$ cat src/sv/ltf_pkg.sv
package ltf_pkg;
  localparam int TrackDepth = 16;
  localparam int OutLines   = 8;
  localparam int FrameLines = 8;
  localparam logic [7:0] IdMax = 8'd255;

  localparam logic [1:0] CFG_MAX_JUMP = 2'd0;
  localparam logic [1:0] CFG_APPEAR   = 2'd1;
  localparam logic [1:0] CFG_VANISH   = 2'd2;

  typedef struct packed {
    logic              kind;
    logic signed [15:0] position;
  } in_item_t;

  typedef struct packed {
    logic signed [15:0] track_position;
    logic [7:0]         track_id;
    logic               present;
    logic               last;
  } out_item_t;

  typedef struct packed {
    logic signed [15:0] pos;
    logic [7:0]         id;
    logic signed [7:0]  cnt;
  } track_t;

  typedef enum logic [3:0] {
    ST_IDLE, ST_M_SCAN, ST_M_APPLY, ST_INS_SHIFT, ST_A_SCAN, ST_A_APPLY,
    ST_REM_SHIFT, ST_EMIT, ST_EMIT_WAIT, ST_EMPTY
  } state_t;

  // saturating 8-bit signed clamp
  function automatic logic signed [7:0] sat8(input logic signed [9:0] v);
    if (v > 10'sd127) return 8'sd127;
    if (v < -10'sd128) return -8'sd128;
    return v[7:0];
  endfunction
endpackage

$ cat src/sv/ltf_dist.sv
// Shared distance unit: |a-b| and compare against the running best.
module ltf_dist (
  input  logic signed [15:0] a,
  input  logic signed [15:0] b,
  input  logic               have_best,
  input  logic [16:0]        best,
  output logic [16:0]        span,
  output logic               better
);
  logic signed [16:0] diff;
  assign diff   = 17'(a) - 17'(b);
  assign span   = diff[16] ? 17'(-diff) : 17'(diff);
  assign better = !have_best || (span <= best);
endmodule

$ cat src/sv/line_track_filter.sv
// line_track_filter: frame-to-frame line tracker, one shared distance unit.
// Detection beats are taken back to back while idle. An end-of-frame beat starts
// matching of each buffered detection (with a shifted insert on a miss), then ageing
// of each track (with a shifted removal when it expires), then a table scan for output
// and the closing beat, plus any output stall. Not ready meanwhile.
// Reset (synchronous, rst_n low) empties table and buffer by count; registers
// return to max_jump 30, appear_count 3, vanish_count 3.
module line_track_filter #(
  parameter int TRACK_DEPTH = ltf_pkg::TrackDepth,
  parameter int OUT_LINES   = ltf_pkg::OutLines,
  parameter int FRAME_LINES = ltf_pkg::FrameLines
) (
  input  logic              clk,
  input  logic              rst_n,
  input  logic              in_valid,
  output logic              in_ready,
  input  ltf_pkg::in_item_t in_data,
  output logic              out_valid,
  input  logic              out_ready,
  output ltf_pkg::out_item_t out_data,
  input  logic              cfg_valid,
  output logic              cfg_ready,
  input  logic [1:0]        cfg_index,
  input  logic [15:0]       cfg_data
);
  import ltf_pkg::*;

  localparam int TW = $clog2(TRACK_DEPTH + 1);
  localparam int TI = (TRACK_DEPTH > 1) ? $clog2(TRACK_DEPTH) : 1;
  localparam int FW = $clog2(FRAME_LINES + 1);
  localparam int FI = (FRAME_LINES > 1) ? $clog2(FRAME_LINES) : 1;
  localparam int OW = $clog2(OUT_LINES + 1);

  // Small register tables; each index is a counter chosen by the sequencer.
  track_t              tab_r [TRACK_DEPTH];
  logic signed [15:0]  buf_r [FRAME_LINES];
  logic [TW-1:0]       tcnt_r;
  logic [FW-1:0]       fcnt_r;
  logic [7:0]          next_id_r;
  logic [15:0]         max_jump_r;
  logic [6:0]          appear_r, vanish_r;

  state_t state_r, state_nxt;
  logic [FW-1:0] i_r;       // detection index
  logic [TW-1:0] j_r;       // track index
  logic [TW-1:0] k_r;       // shift pointer
  logic [16:0]   best_r;
  logic          have_r;
  logic [TI-1:0] bi_r;
  logic [OW-1:0] n_r;
  out_item_t     out_r;
  logic          ov_r;

  // Distance unit operands are selected by phase.
  logic signed [15:0] da, db;
  logic [16:0] span;
  logic better;
  logic scan_t;
  assign scan_t = (state_r == ST_M_SCAN);
  assign da = scan_t ? buf_r[i_r[FI-1:0]] : tab_r[j_r[TI-1:0]].pos;
  assign db = scan_t ? tab_r[j_r[TI-1:0]].pos : buf_r[i_r[FI-1:0]];

  ltf_dist u_dist (
    .a(da), .b(db), .have_best(have_r), .best(best_r), .span(span), .better(better)
  );

  logic signed [7:0] a8, v8;
  assign a8 = 8'(signed'({1'b0, appear_r}));
  assign v8 = 8'(signed'({1'b0, vanish_r}));
  logic miss;
  assign miss = !have_r || (best_r > {1'b0, max_jump_r});

  // Confirmed test of the entry under j.
  logic signed [7:0] jc;
  logic conf;
  assign jc   = tab_r[j_r[TI-1:0]].cnt;
  assign conf = (jc == a8) || (jc < 0 && jc > -v8);

  // Aged counter for the entry under j.
  logic signed [7:0] aged;
  always_comb begin
    if (jc > 0 && jc < a8) aged = sat8(-10'(signed'(v8)));
    else if (jc == a8)     aged = -8'sd1;
    else                   aged = sat8(10'(signed'(jc)) - 10'sd1);
  end

  logic [7:0] id_new;
  assign id_new = (next_id_r >= IdMax) ? 8'd1 : next_id_r + 8'd1;

  assign out_valid = ov_r;
  assign out_data  = out_r;

  always_comb begin
    state_nxt = state_r;
    case (state_r)
      ST_IDLE:
        if (in_valid && in_data.kind) state_nxt = ST_M_SCAN;
      ST_M_SCAN:
        if (i_r == fcnt_r) state_nxt = ST_A_SCAN;
        else if (j_r == tcnt_r) state_nxt = ST_M_APPLY;
      ST_M_APPLY:
        state_nxt = (miss && tcnt_r < TW'(TRACK_DEPTH)) ? ST_INS_SHIFT : ST_M_SCAN;
      ST_INS_SHIFT:
        if (k_r == '0 || tab_r[TI'(k_r - 1'b1)].pos <= buf_r[i_r[FI-1:0]])
          state_nxt = ST_M_SCAN;
      ST_A_SCAN:
        if (j_r == tcnt_r) state_nxt = ST_EMIT;
        else if (i_r == fcnt_r) state_nxt = ST_A_APPLY;
      ST_A_APPLY:
        if (miss && aged <= -v8) state_nxt = ST_REM_SHIFT;
        else state_nxt = ST_A_SCAN;
      ST_REM_SHIFT:
        if (k_r + 1'b1 >= tcnt_r) state_nxt = ST_A_SCAN;
      ST_EMIT:
        if (j_r == tcnt_r || n_r == OW'(OUT_LINES))
          state_nxt = (n_r == '0) ? ST_EMPTY : ST_EMIT_WAIT;
        else if (conf && !(ov_r && !out_ready) && !(ov_r && out_r.last))
          state_nxt = ST_EMIT;
      ST_EMIT_WAIT:
        if (!ov_r || out_ready) state_nxt = ST_IDLE;
      ST_EMPTY:
        if (!ov_r || out_ready) state_nxt = ST_EMIT_WAIT;
      default: state_nxt = ST_IDLE;
    endcase
  end

  // Result beat staged until the next is known, so the final one can carry last.
  logic pend_r;
  out_item_t pend_item_r;

  // Handshake outputs and the load strobe of the output register.
  logic emit_end, out_free, out_load;
  always_comb begin
    in_ready  = (state_r == ST_IDLE);
    cfg_ready = (state_r == ST_IDLE);
    emit_end  = (j_r == tcnt_r) || (n_r == OW'(OUT_LINES));
    out_free  = !ov_r || out_ready;
    case (state_r)
      ST_EMIT:      out_load = pend_r && out_free && (emit_end || conf);
      ST_EMIT_WAIT: out_load = pend_r && out_free;
      ST_EMPTY:     out_load = out_free;
      default:      out_load = 1'b0;
    endcase
  end

  always_ff @(posedge clk) begin
    if (!rst_n) begin
      state_r <= ST_IDLE;
      tcnt_r <= '0; fcnt_r <= '0; next_id_r <= '0;
      max_jump_r <= 16'd30; appear_r <= 7'd3; vanish_r <= 7'd3;
      ov_r <= 1'b0; pend_r <= 1'b0;
      i_r <= '0; j_r <= '0; k_r <= '0; n_r <= '0; have_r <= 1'b0;
    end else begin
      state_r <= state_nxt;
      ov_r <= out_load || (ov_r && !out_ready);
      if (cfg_valid && cfg_ready) begin
        case (cfg_index)
          CFG_MAX_JUMP: max_jump_r <= cfg_data;
          CFG_APPEAR:   appear_r   <= cfg_data[6:0];
          CFG_VANISH:   vanish_r   <= cfg_data[6:0];
          default: ;
        endcase
      end
      case (state_r)
        ST_IDLE: begin
          i_r <= '0; j_r <= '0; have_r <= 1'b0;
          if (in_valid && !in_data.kind && fcnt_r < FW'(FRAME_LINES)) begin
            buf_r[fcnt_r[FI-1:0]] <= in_data.position;
            fcnt_r <= fcnt_r + 1'b1;
          end
        end
        ST_M_SCAN: begin
          if (i_r == fcnt_r) begin
            j_r <= '0; i_r <= '0; have_r <= 1'b0;
          end else if (j_r != tcnt_r) begin
            if (better) begin
              best_r <= span; have_r <= 1'b1; bi_r <= j_r[TI-1:0];
            end
            j_r <= j_r + 1'b1;
          end
        end
        ST_M_APPLY: begin
          if (miss) begin
            k_r <= tcnt_r;
            if (tcnt_r >= TW'(TRACK_DEPTH)) begin
              i_r <= i_r + 1'b1;
            end
          end else begin
            tab_r[bi_r].pos <= buf_r[i_r[FI-1:0]];
            if (tab_r[bi_r].cnt < 0 || tab_r[bi_r].cnt == a8) tab_r[bi_r].cnt <= a8;
            else tab_r[bi_r].cnt <= sat8(10'(signed'(tab_r[bi_r].cnt)) + 10'sd1);
            i_r <= i_r + 1'b1;
          end
          j_r <= '0; have_r <= 1'b0;
        end
        ST_INS_SHIFT: begin
          if (k_r == '0 || tab_r[TI'(k_r - 1'b1)].pos <= buf_r[i_r[FI-1:0]]) begin
            tab_r[k_r[TI-1:0]] <= '{pos: buf_r[i_r[FI-1:0]], id: id_new, cnt: 8'sd1};
            next_id_r <= id_new;
            tcnt_r <= tcnt_r + 1'b1;
            i_r <= i_r + 1'b1;
          end else begin
            tab_r[k_r[TI-1:0]] <= tab_r[TI'(k_r - 1'b1)];
            k_r <= k_r - 1'b1;
          end
        end
        ST_A_SCAN: begin
          if (j_r == tcnt_r) begin
            j_r <= '0; n_r <= '0; fcnt_r <= '0;
          end else if (i_r != fcnt_r) begin
            if (better) begin
              best_r <= span; have_r <= 1'b1;
            end
            i_r <= i_r + 1'b1;
          end
        end
        ST_A_APPLY: begin
          i_r <= '0; have_r <= 1'b0;
          if (miss) begin
            tab_r[j_r[TI-1:0]].cnt <= aged;
            if (aged <= -v8) k_r <= j_r;
            else j_r <= j_r + 1'b1;
          end else begin
            j_r <= j_r + 1'b1;
          end
        end
        ST_REM_SHIFT: begin
          if (k_r + 1'b1 >= tcnt_r) begin
            tcnt_r <= tcnt_r - 1'b1;
          end else begin
            tab_r[k_r[TI-1:0]] <= tab_r[TI'(k_r + 1'b1)];
            k_r <= k_r + 1'b1;
          end
        end
        ST_EMIT: begin
          // one result in hand is staged in pend until the next is known
          if (j_r == tcnt_r || n_r == OW'(OUT_LINES)) begin
            if (pend_r && (!ov_r || out_ready)) begin
              out_r <= '{track_position: pend_item_r.track_position,
                         track_id: pend_item_r.track_id, present: 1'b1, last: 1'b1};
              pend_r <= 1'b0;
            end
          end else if (!conf) begin
            j_r <= j_r + 1'b1;
          end else if (!pend_r) begin
            pend_item_r <= '{track_position: tab_r[j_r[TI-1:0]].pos,
                             track_id: tab_r[j_r[TI-1:0]].id, present: 1'b1, last: 1'b0};
            pend_r <= 1'b1; n_r <= n_r + 1'b1; j_r <= j_r + 1'b1;
          end else if (!ov_r || out_ready) begin
            out_r <= pend_item_r;
            pend_item_r <= '{track_position: tab_r[j_r[TI-1:0]].pos,
                             track_id: tab_r[j_r[TI-1:0]].id, present: 1'b1, last: 1'b0};
            n_r <= n_r + 1'b1; j_r <= j_r + 1'b1;
          end
        end
        ST_EMIT_WAIT: begin
          if (pend_r && (!ov_r || out_ready)) begin
            out_r <= '{track_position: pend_item_r.track_position,
                       track_id: pend_item_r.track_id, present: 1'b1, last: 1'b1};
            pend_r <= 1'b0;
          end
        end
        ST_EMPTY: begin
          if (!ov_r || out_ready) begin
            out_r <= '{track_position: '0, track_id: '0, present: 1'b0, last: 1'b1};
          end
        end
        default: ;
      endcase
    end
  end
endmodule

$ cat config.mk
export PLATFORM = sky130hd
export DESIGN_NAME = line_track_filter
export DESIGN_NICKNAME = d
export VERILOG_FILES = /design/src/sv/ltf_pkg.sv /design/src/sv/ltf_dist.sv /design/src/sv/line_track_filter.sv
export SDC_FILE = /design/constraint.sdc
export NUM_CORES = 1
export LEC_CHECK = 0
export BUFFER_PORTS_ARGS = -buffer_cell sky130_fd_sc_hd__clkbuf_2
export CORE_UTILIZATION = 65
export CTS_BUF_LIST = sky130_fd_sc_hd__clkbuf_4 sky130_fd_sc_hd__clkbuf_8
export DETAILED_ROUTE_END_ITERATION = 6
export HOLD_SLACK_MARGIN = 0.08
export PLACE_DENSITY_LB_ADDON = 0.2
export SYNTH_ARGS = -nofsm -noshare
export SYNTH_HDL_FRONTEND = slang
export SYNTH_SLANG_ARGS = --single-unit
$ cat constraint.sdc
create_clock -name clk -period 8.19 [get_ports clk]
set_input_delay 2.0475 -clock clk [delete_from_list [all_inputs] [get_ports clk]]
set_output_delay 2.0475 -clock clk [all_outputs]
set_load 0.01 [all_outputs]
==> results of run 1 <==
-- what timing repair did --
item,in CTS,in global routing
resized for setup,0,1
endpoints found under the hold margin,0,0
endpoints found under the setup margin,0,25
-- power groups by stage --
stage                     logic, mW  clock network (mW)  registers [mW]
final                          6.26                3.50            4.94
after global routing           6.77                3.70            4.95
after CTS                      6.19                3.54            4.94
after detailed placement       6.15                   0            5.02
after global placement         5.99                   0            5.01
after floorplan                4.58                   0            4.92
-- sequential cells by signal, summed over array words and instances (netlist names), 7 cells and up, named ones only --
name,cells
appear_r,7
tab_r,512
vanish_r,7
buf_r,128
next_id_r,8
out_data,26
max_jump_r,16
pend_item_r,24
best_r,17
-- cell usage after synthesis (all sizes together) (11+ instances only) --
cell    instances
nor2          137
o21ai         116
edfxtp        711
buf            77
nand2b         18
o22ai          21
o211ai         12
o21a           15
ha            110
xor2           28
mux2i          71
a21oi         106
dfxtp          83
a211oi         28
nor3           81
nor2b          18
or3            12
a21o           28
mux4          533
and3           12
inv            99
nand4          12
clkbuf        124
nand3          38
xnor2          44
mux2           17
and2           11
nand2         198
-- through the flow --
step	instances	util	setup slack (ns)	total power [mW]
after floorplan	2913	-	0.935	9.50
after global placement	3777	0.689	0.729	11.0
after detailed placement	3777	0.689	0.633	11.2
after CTS	4013	0.727	0.601	14.7
after global routing	4014	0.727	0.201	15.4
final	4017	0.728	0.805	14.7
-- cells by family after synthesis --
logic type,after synthesis
multiplexers,621
flip-flops,794
AO/OA/AOI/OAI,435
buffers and inverters,303
XOR/XNOR,72
AND/OR/NAND/NOR,576
adder cells (fa/ha/maj),112
-- routing by layer --
layer  share of wire  global-route usage
met1            0.37               0.496
met2            0.47               0.553
met3            0.13               0.101
met4           0.037               0.152
met5               0                   0
-- critical path, cell delays in order, from the launching register on --
cell and delay (ns):
dfxtp_4 0.67, buf_12 0.27, mux4_2 0.53, mux4_2 0.56, nand2_1 0.09, o21ai_0 0.08
ha_1 0.26, nor3_1 0.50, o21ai_1 0.24, a2111o_1 0.45, a41o_1 0.22, a21o_1 0.19
and2_1 0.18, o31ai_2 0.44, o21ai_0 0.21, xor2_1 0.20, ha_1 0.32, nand4_1 0.12
nor4_1 0.30, nand3_1 0.11, a2111oi_0 0.57, o21bai_1 0.32, inv_1 0.21
-- worst paths after layout --
| path | start | endpoint | slack [ns] | depth (start not counted) |
|---|---|---|---|---|
| worst max-delay path | register | bi_r[2] | 0.81 | 22 |
| worst max register to register | register | bi_r[2] | 0.81 | 22 |
| worst min register to register | max_jump_r[8] | max_jump_r[8] | 0.47 | 2 |
| worst min-delay path | max_jump_r[8] | max_jump_r[8] | 0.47 | 2 |
-- cell type report --
type | instances | area, um2 | area share
sequential | 794 | 23000 | 0.468
antenna | 4 | 10.0 | 0.000203
timing repair buffer | 192 | 1330 | 0.0271
tap | 873 | 1090 | 0.0222
clock buffer | 185 | 2260 | 0.0460
multi-input combinational | 1816 | 20700 | 0.422
clock inverter | 51 | 347 | 0.00704
inverter | 102 | 388 | 0.00788
-- placed cells by master, fill, tap and decap left out, drive strengths merged, types with 38 or more instances in the layout --
master,count
nand2,198
xnor2,44
nor3,81
mux2i,71
clkbuf,253
nand3,38
nor2,137
mux4,533
dfxtp,83
inv,109
buf,124
clkinv,38
edfxtp,711
ha,110
a21oi,106
o21ai,116
==> out/metrics.csv, run 1 <==
stage,metric,value,unit
synth,synth_edf_count,711,
synth,synthTopCellsByArea,"edfxtp_1 48%, mux4_2 27%, dfxtp_1 3.7%",
grt,grt_max_degree,132,
floorplanning,die_h,264,um
timing,hold_ws,0.466,ns
run_status,status,finished clean,
clocking,ctsHoldBuffers,0,
pwr,pwr-share-comb,0.426,
worst_setup_path,cp-end-kind,register,
pwr,p_int,9.34,mW
timing,clock_skew,0.0294,ns
detailed_routing,drt-pass1-iter-count,6,
timing,fmax,0.135,GHz
grt,gr-usage-all-layers,0.362,
detailed_routing,ant_nets,0,
synth,synth-seq-cells,794,
pwr,leakage,16.1,nW
floorplanning,coreArea,0.0676,mm2
timing,slew_headroom,0.273,
clocking,clk_path_buf_depth,3,
synth,ys.warnings.count,0,
job,cap_violations,0,
placed_design,portBuffers,68,
timing,drv_slew,0,
synth,synth_top_cell_by_area,edfxtp_1,
placed_design,post_dp_cell_area,0.0466,mm2
detailed_routing,drc,0,
placed_design,post-dp-hpwl,81700,um
detailed_routing,wire_per_inst,30.8,um
finish,final.fill_count,4155,
synth,netlist_instances,2913,
clocking,post_cts_buffers,0,
worst_setup_path,cp.required,8.68,ns
timing,setup_tns,0,ns
floorplanning,start_util,0.662,
detailed_routing,vias,29819,
synth,synth_xor_area_frac,0.0145,
synth,synth_fa_ha_area_frac,0.0316,
synth,ys.flop_type,edfxtp_1,
detailed_routing,drt-initial-drc-count,4011,
finish,nets,3190,
placed_design,globalplace.congestion,0.942,
timing,post-route-min-period,7.38,ns
timing,finalCritPeriodShare,0.902,
worst_hold_path,hold_path.class,register to register,
synth,netlist-cell-type-count,94,
synth,synth.area.mux_share,0.289,
clocking,clk_latency,0.81,ns
synth,async_flop_share,0,
detailed_routing,drt-total-wl,124000,um
grt,first_global_vias,29484,
synth,synth_top_family_by_area,multiplexers,
pwr,ir_worst_vdd,215,uV
pwr,power_density,299,mW/mm2
synth,netlist_area,0.0448,mm2
finish,drive_gt1_frac,0.326,
clocking,clk_pin_slew,0.06,ns
floorplanning,io-pin-count,69,
synth,synth_compound_area_frac,0.0638,
synth,synthSimpleGateAreaFrac,0.0599,
finish,design_area,0.0492,mm2
synth,syn_area_per_cell,15.4,um2
grt,grt_pass1_wl,186000,um
grt,antenna_found_initial,3,
synth,synth_top_area_frac,0.477,
worst_setup_path,cp_max_fo,23,
finish,area_growth,9.96,%
timing,worst_pin_slew,1.09,ns
clocking,cts_buffers,132,
floorplanning,num_rows,95,
worst_setup_path,worstPathArrival,7.87,ns
detailed_routing,viasPerCell,7.42,
floorplanning,dieWidth,264,um
worst_setup_path,path_class,register to register,
pwr,power_frac_clock,0.238,
pwr,p_seq_frac,0.336,
pwr,sw_frac_of_total,0.365,
pwr,p_switching,5.36,mW
clocking,cts_sinks,794,
timing,rsz0062_at_grt,no,
clocking,cts_root_buf,clkbuf_8,
timing,hold_viol,0,
clocking,htree_num_levels,4,
worst_setup_path,start_kind,register,
clocking,cts_tree,done,
timing,setup_viol,0,
synth,synthesis.nets,3065,
grt,grt_overflow,0,
floorplanning,die_area,0.0699,mm2
synth,synth_seq_area_share,0.514,
Note: power is estimated with default switching activity, not from simulation.
==> inputs of run 2 (changes only) <==
--- a/config.mk
+++ b/config.mk
@@ -11,6 +11,7 @@
 export DETAILED_ROUTE_END_ITERATION = 6
 export HOLD_SLACK_MARGIN = 0.08
 export PLACE_DENSITY_LB_ADDON = 0.2
+export RECOVER_POWER = 100
 export SYNTH_ARGS = -nofsm -noshare
 export SYNTH_HDL_FRONTEND = slang
 export SYNTH_SLANG_ARGS = --single-unit
==> out/metrics.csv, run 2 (same netlist as run 1, synthesis figures left out) <==
stage,metric,value,unit,change
grt,antenna_found_initial,2,,-1
pwr,ir_worst_vdd,214,uV,-0.57%
clocking,cts_tree,done,,
grt,gr-usage-all-layers,0.362,,unchanged
detailed_routing,vias,29705,,-0.38%
finish,stdcell_count,4016,,-0.025%
worst_setup_path,cpPeakStageDelay,1.58,ns,+0.91 ns
detailed_routing,drt-pass1-iter-count,6,,unchanged
clocking,ctsHoldBuffers,0,,unchanged
finish,layout_commonest_cell,edfxtp_1,,
detailed_routing,ant_nets,0,,unchanged
floorplanning,dieWidth,264,um,unchanged
floorplanning,coreArea,0.0676,mm2,unchanged
pwr,p_seq_frac,0.338,,+0.002
floorplanning,die_area,0.0699,mm2,unchanged
worst_setup_path,cp-end-kind,register,,
pwr,power_frac_clock,0.239,,about the same
timing,fmax,0.127,GHz,-6.3%
detailed_routing,wire_per_inst,30.8,um,about the same
worst_setup_path,ff2ff_path_depth,16,,-27%
clocking,clk_latency,0.80,ns,about the same
grt,grt_overflow,0,,unchanged
placed_design,portBuffers,68,,unchanged
worst_setup_path,cp_max_fo,36,,+57%
timing,setup_tns,0,ns,unchanged
finish,largest_reg_flops,512,,unchanged
worst_setup_path,start_kind,primary input,,
timing,setup_viol,0,,unchanged
detailed_routing,drc,0,,unchanged
worst_setup_path,slowest_stage,o21ai_0,,
finish,final_cell_mix,"711 x edfxtp_1, 531 x mux4_2, 196 x nand2_1",,
job,cap_violations,8,,+8
timing,hold_viol,0,,unchanged
timing,drv_slew,207,,+207
floorplanning,num_rows,95,,unchanged
timing,fin_ws,0.311,ns,-0.495 ns
clocking,cts_sinks,794,,unchanged
worst_setup_path,rrSetupSlack,0.57,ns,-0.24 ns
clocking,cts_root_buf,clkbuf_8,,
clocking,clk_path_buf_depth,3,,unchanged
finish,drive_gt1_frac,0.287,,-0.0398
detailed_routing,drt-initial-drc-count,3876,,-3.4%
placed_design,dp_slack,0.633,ns,unchanged
grt,grt_max_degree,132,,unchanged
detailed_routing,drt-total-wl,124000,um,about the same
timing,post-route-min-period,7.88,ns,+0.495 ns
pwr,p_switching,5.33,mW,-0.49%
pwr,power_density,300,mW/mm2,+0.47%
worst_setup_path,path_class,primary input to register,,
run_status,violations,"max-capacitance violations, max-slew violations",,
pwr,leakage,15.7,nW,-2.7%
worst_setup_path,cp.required,8.64,ns,-0.04 ns
grt,grt_pass1_wl,186000,um,unchanged
pwr,total_power,14.6,mW,-0.40%
pwr,sw_frac_of_total,0.364,,about the same
clocking,clk_pin_slew,0.05,ns,about the same
finish,max_flop_register,tab_r,,
timing,clock_skew,0.0261,ns,-0.00333 ns
worst_setup_path,cp-startpoint,rst_n,,
pwr,pwr-share-comb,0.423,,-0.003
finish,area_growth,9.01,%,
floorplanning,io-pin-count,69,,unchanged
worst_setup_path,critPathMostFrequentCell,clkbuf_1,,
timing,finalCritPeriodShare,0.962,,+0.0604
worst_setup_path,r2r-end,tab_r[12][31],,
placed_design,post-dp-hpwl,81700,um,unchanged
clocking,cts_buffers,132,,unchanged
detailed_routing,viasPerCell,7.40,,-0.36%
floorplanning,die_h,264,um,unchanged
floorplanning,start_util,0.662,,unchanged
finish,nets,3190,,unchanged
worst_setup_path,worstPathArrival,8.33,ns,+0.46 ns
placed_design,globalplace.congestion,0.942,,unchanged
worst_hold_path,hold_path.class,register to register,,
worst_setup_path,reg2reg_from,k_r[0],,
worst_setup_path,crit_chain,"clkbuf_1, clkbuf_1, o21ai_0, clkbuf_1, mux2i_1, o21ai_0, or2_0, nor3_2, clkbuf_2",,
run_status,status,"finished, violations left",,
pwr,p_int,9.31,mW,-0.35%
timing,rsz0062_at_grt,no,,
timing,hold_ws,0.466,ns,+0.000347 ns
clocking,htree_num_levels,4,,unchanged
timing,worst_pin_slew,2.75,ns,+1.66 ns
worst_setup_path,cp-endpoint,tab_r[12][31],,
grt,first_global_vias,29484,,unchanged
placed_design,dp.cells,3777,,unchanged
timing,slew_headroom,-0.833,,-1.11
## run 2: cell count changes in the layout (fill, tap and decap cells not counted), sizes merged
cell | previous run | this run
buf | 124 | 42
diode | 4 | 3
clkbuf | 253 | 335
inv | 109 | 108
clkinv | 38 | 39
## run 2: worst min-delay path by stage
stage | from | end | slack (ns) | cells past startpoint
floorplan | j_r[2] | bi_r[2] | 0.41 | 0
global placement | max_jump_r[10] | max_jump_r[10] | 0.45 | 2
detailed placement | max_jump_r[7] | max_jump_r[7] | 0.45 | 2
CTS | max_jump_r[7] | max_jump_r[7] | 0.46 | 2
global route | max_jump_r[14] | max_jump_r[14] | 0.49 | 2
finish | max_jump_r[8] | max_jump_r[8] | 0.47 | 2
## run 2: stage by stage
step                       util  instance area (um2)
after floorplan               -                44800
after global placement    0.689                46600
after detailed placement  0.689                46600
after CTS                 0.727                49200
after global routing      0.721                48800
final                     0.721                48800
## run 2: repair_timing
item | CTS | global route
setup endpoints to repair | 0 | 25
endpoints found under the hold margin | 0 | 0
resized for setup | 0 | 1
buffers inserted | 0 | 0
## run 2: critical path: cells and delay by family
family | cells | cell delay (ns)
mux | 1 | 0.25
buf+inv | 4 | 2.76
compound gates | 2 | 1.74
simple gates | 2 | 1.51
## run 2: area by class of cell
type | count | area, um2
antenna | 3 | 7.51
timing repair buffer | 192 | 977
clock inverter | 51 | 347
fill | 4264 | 18900
inverter | 102 | 388
sequential | 794 | 23000
clock buffer | 185 | 2260
multi-input combinational | 1816 | 20700
tap | 873 | 1090
## run 2: power by group through the flow
stage / combinational (mW) / clock [mW] / sequential [mW]
final: 6.20 / 3.50 / 4.94
after global routing: 6.73 / 3.70 / 4.96
after CTS: 6.19 / 3.54 / 4.94
after detailed placement: 6.15 / 0 / 5.02
after global placement: 5.99 / 0 / 5.01
after floorplan: 4.58 / 0 / 4.92
## run 2: routing by layer
layer | global-route usage | routed length, um | up-vias
met5 | 0 | 0 | -
met4 | 0.152 | 4430 | 0
met3 | 0.101 | 15600 | 316
met2 | 0.553 | 58600 | 2122
met1 | 0.496 | 44900 | 15022
li1 | - | - | 12245
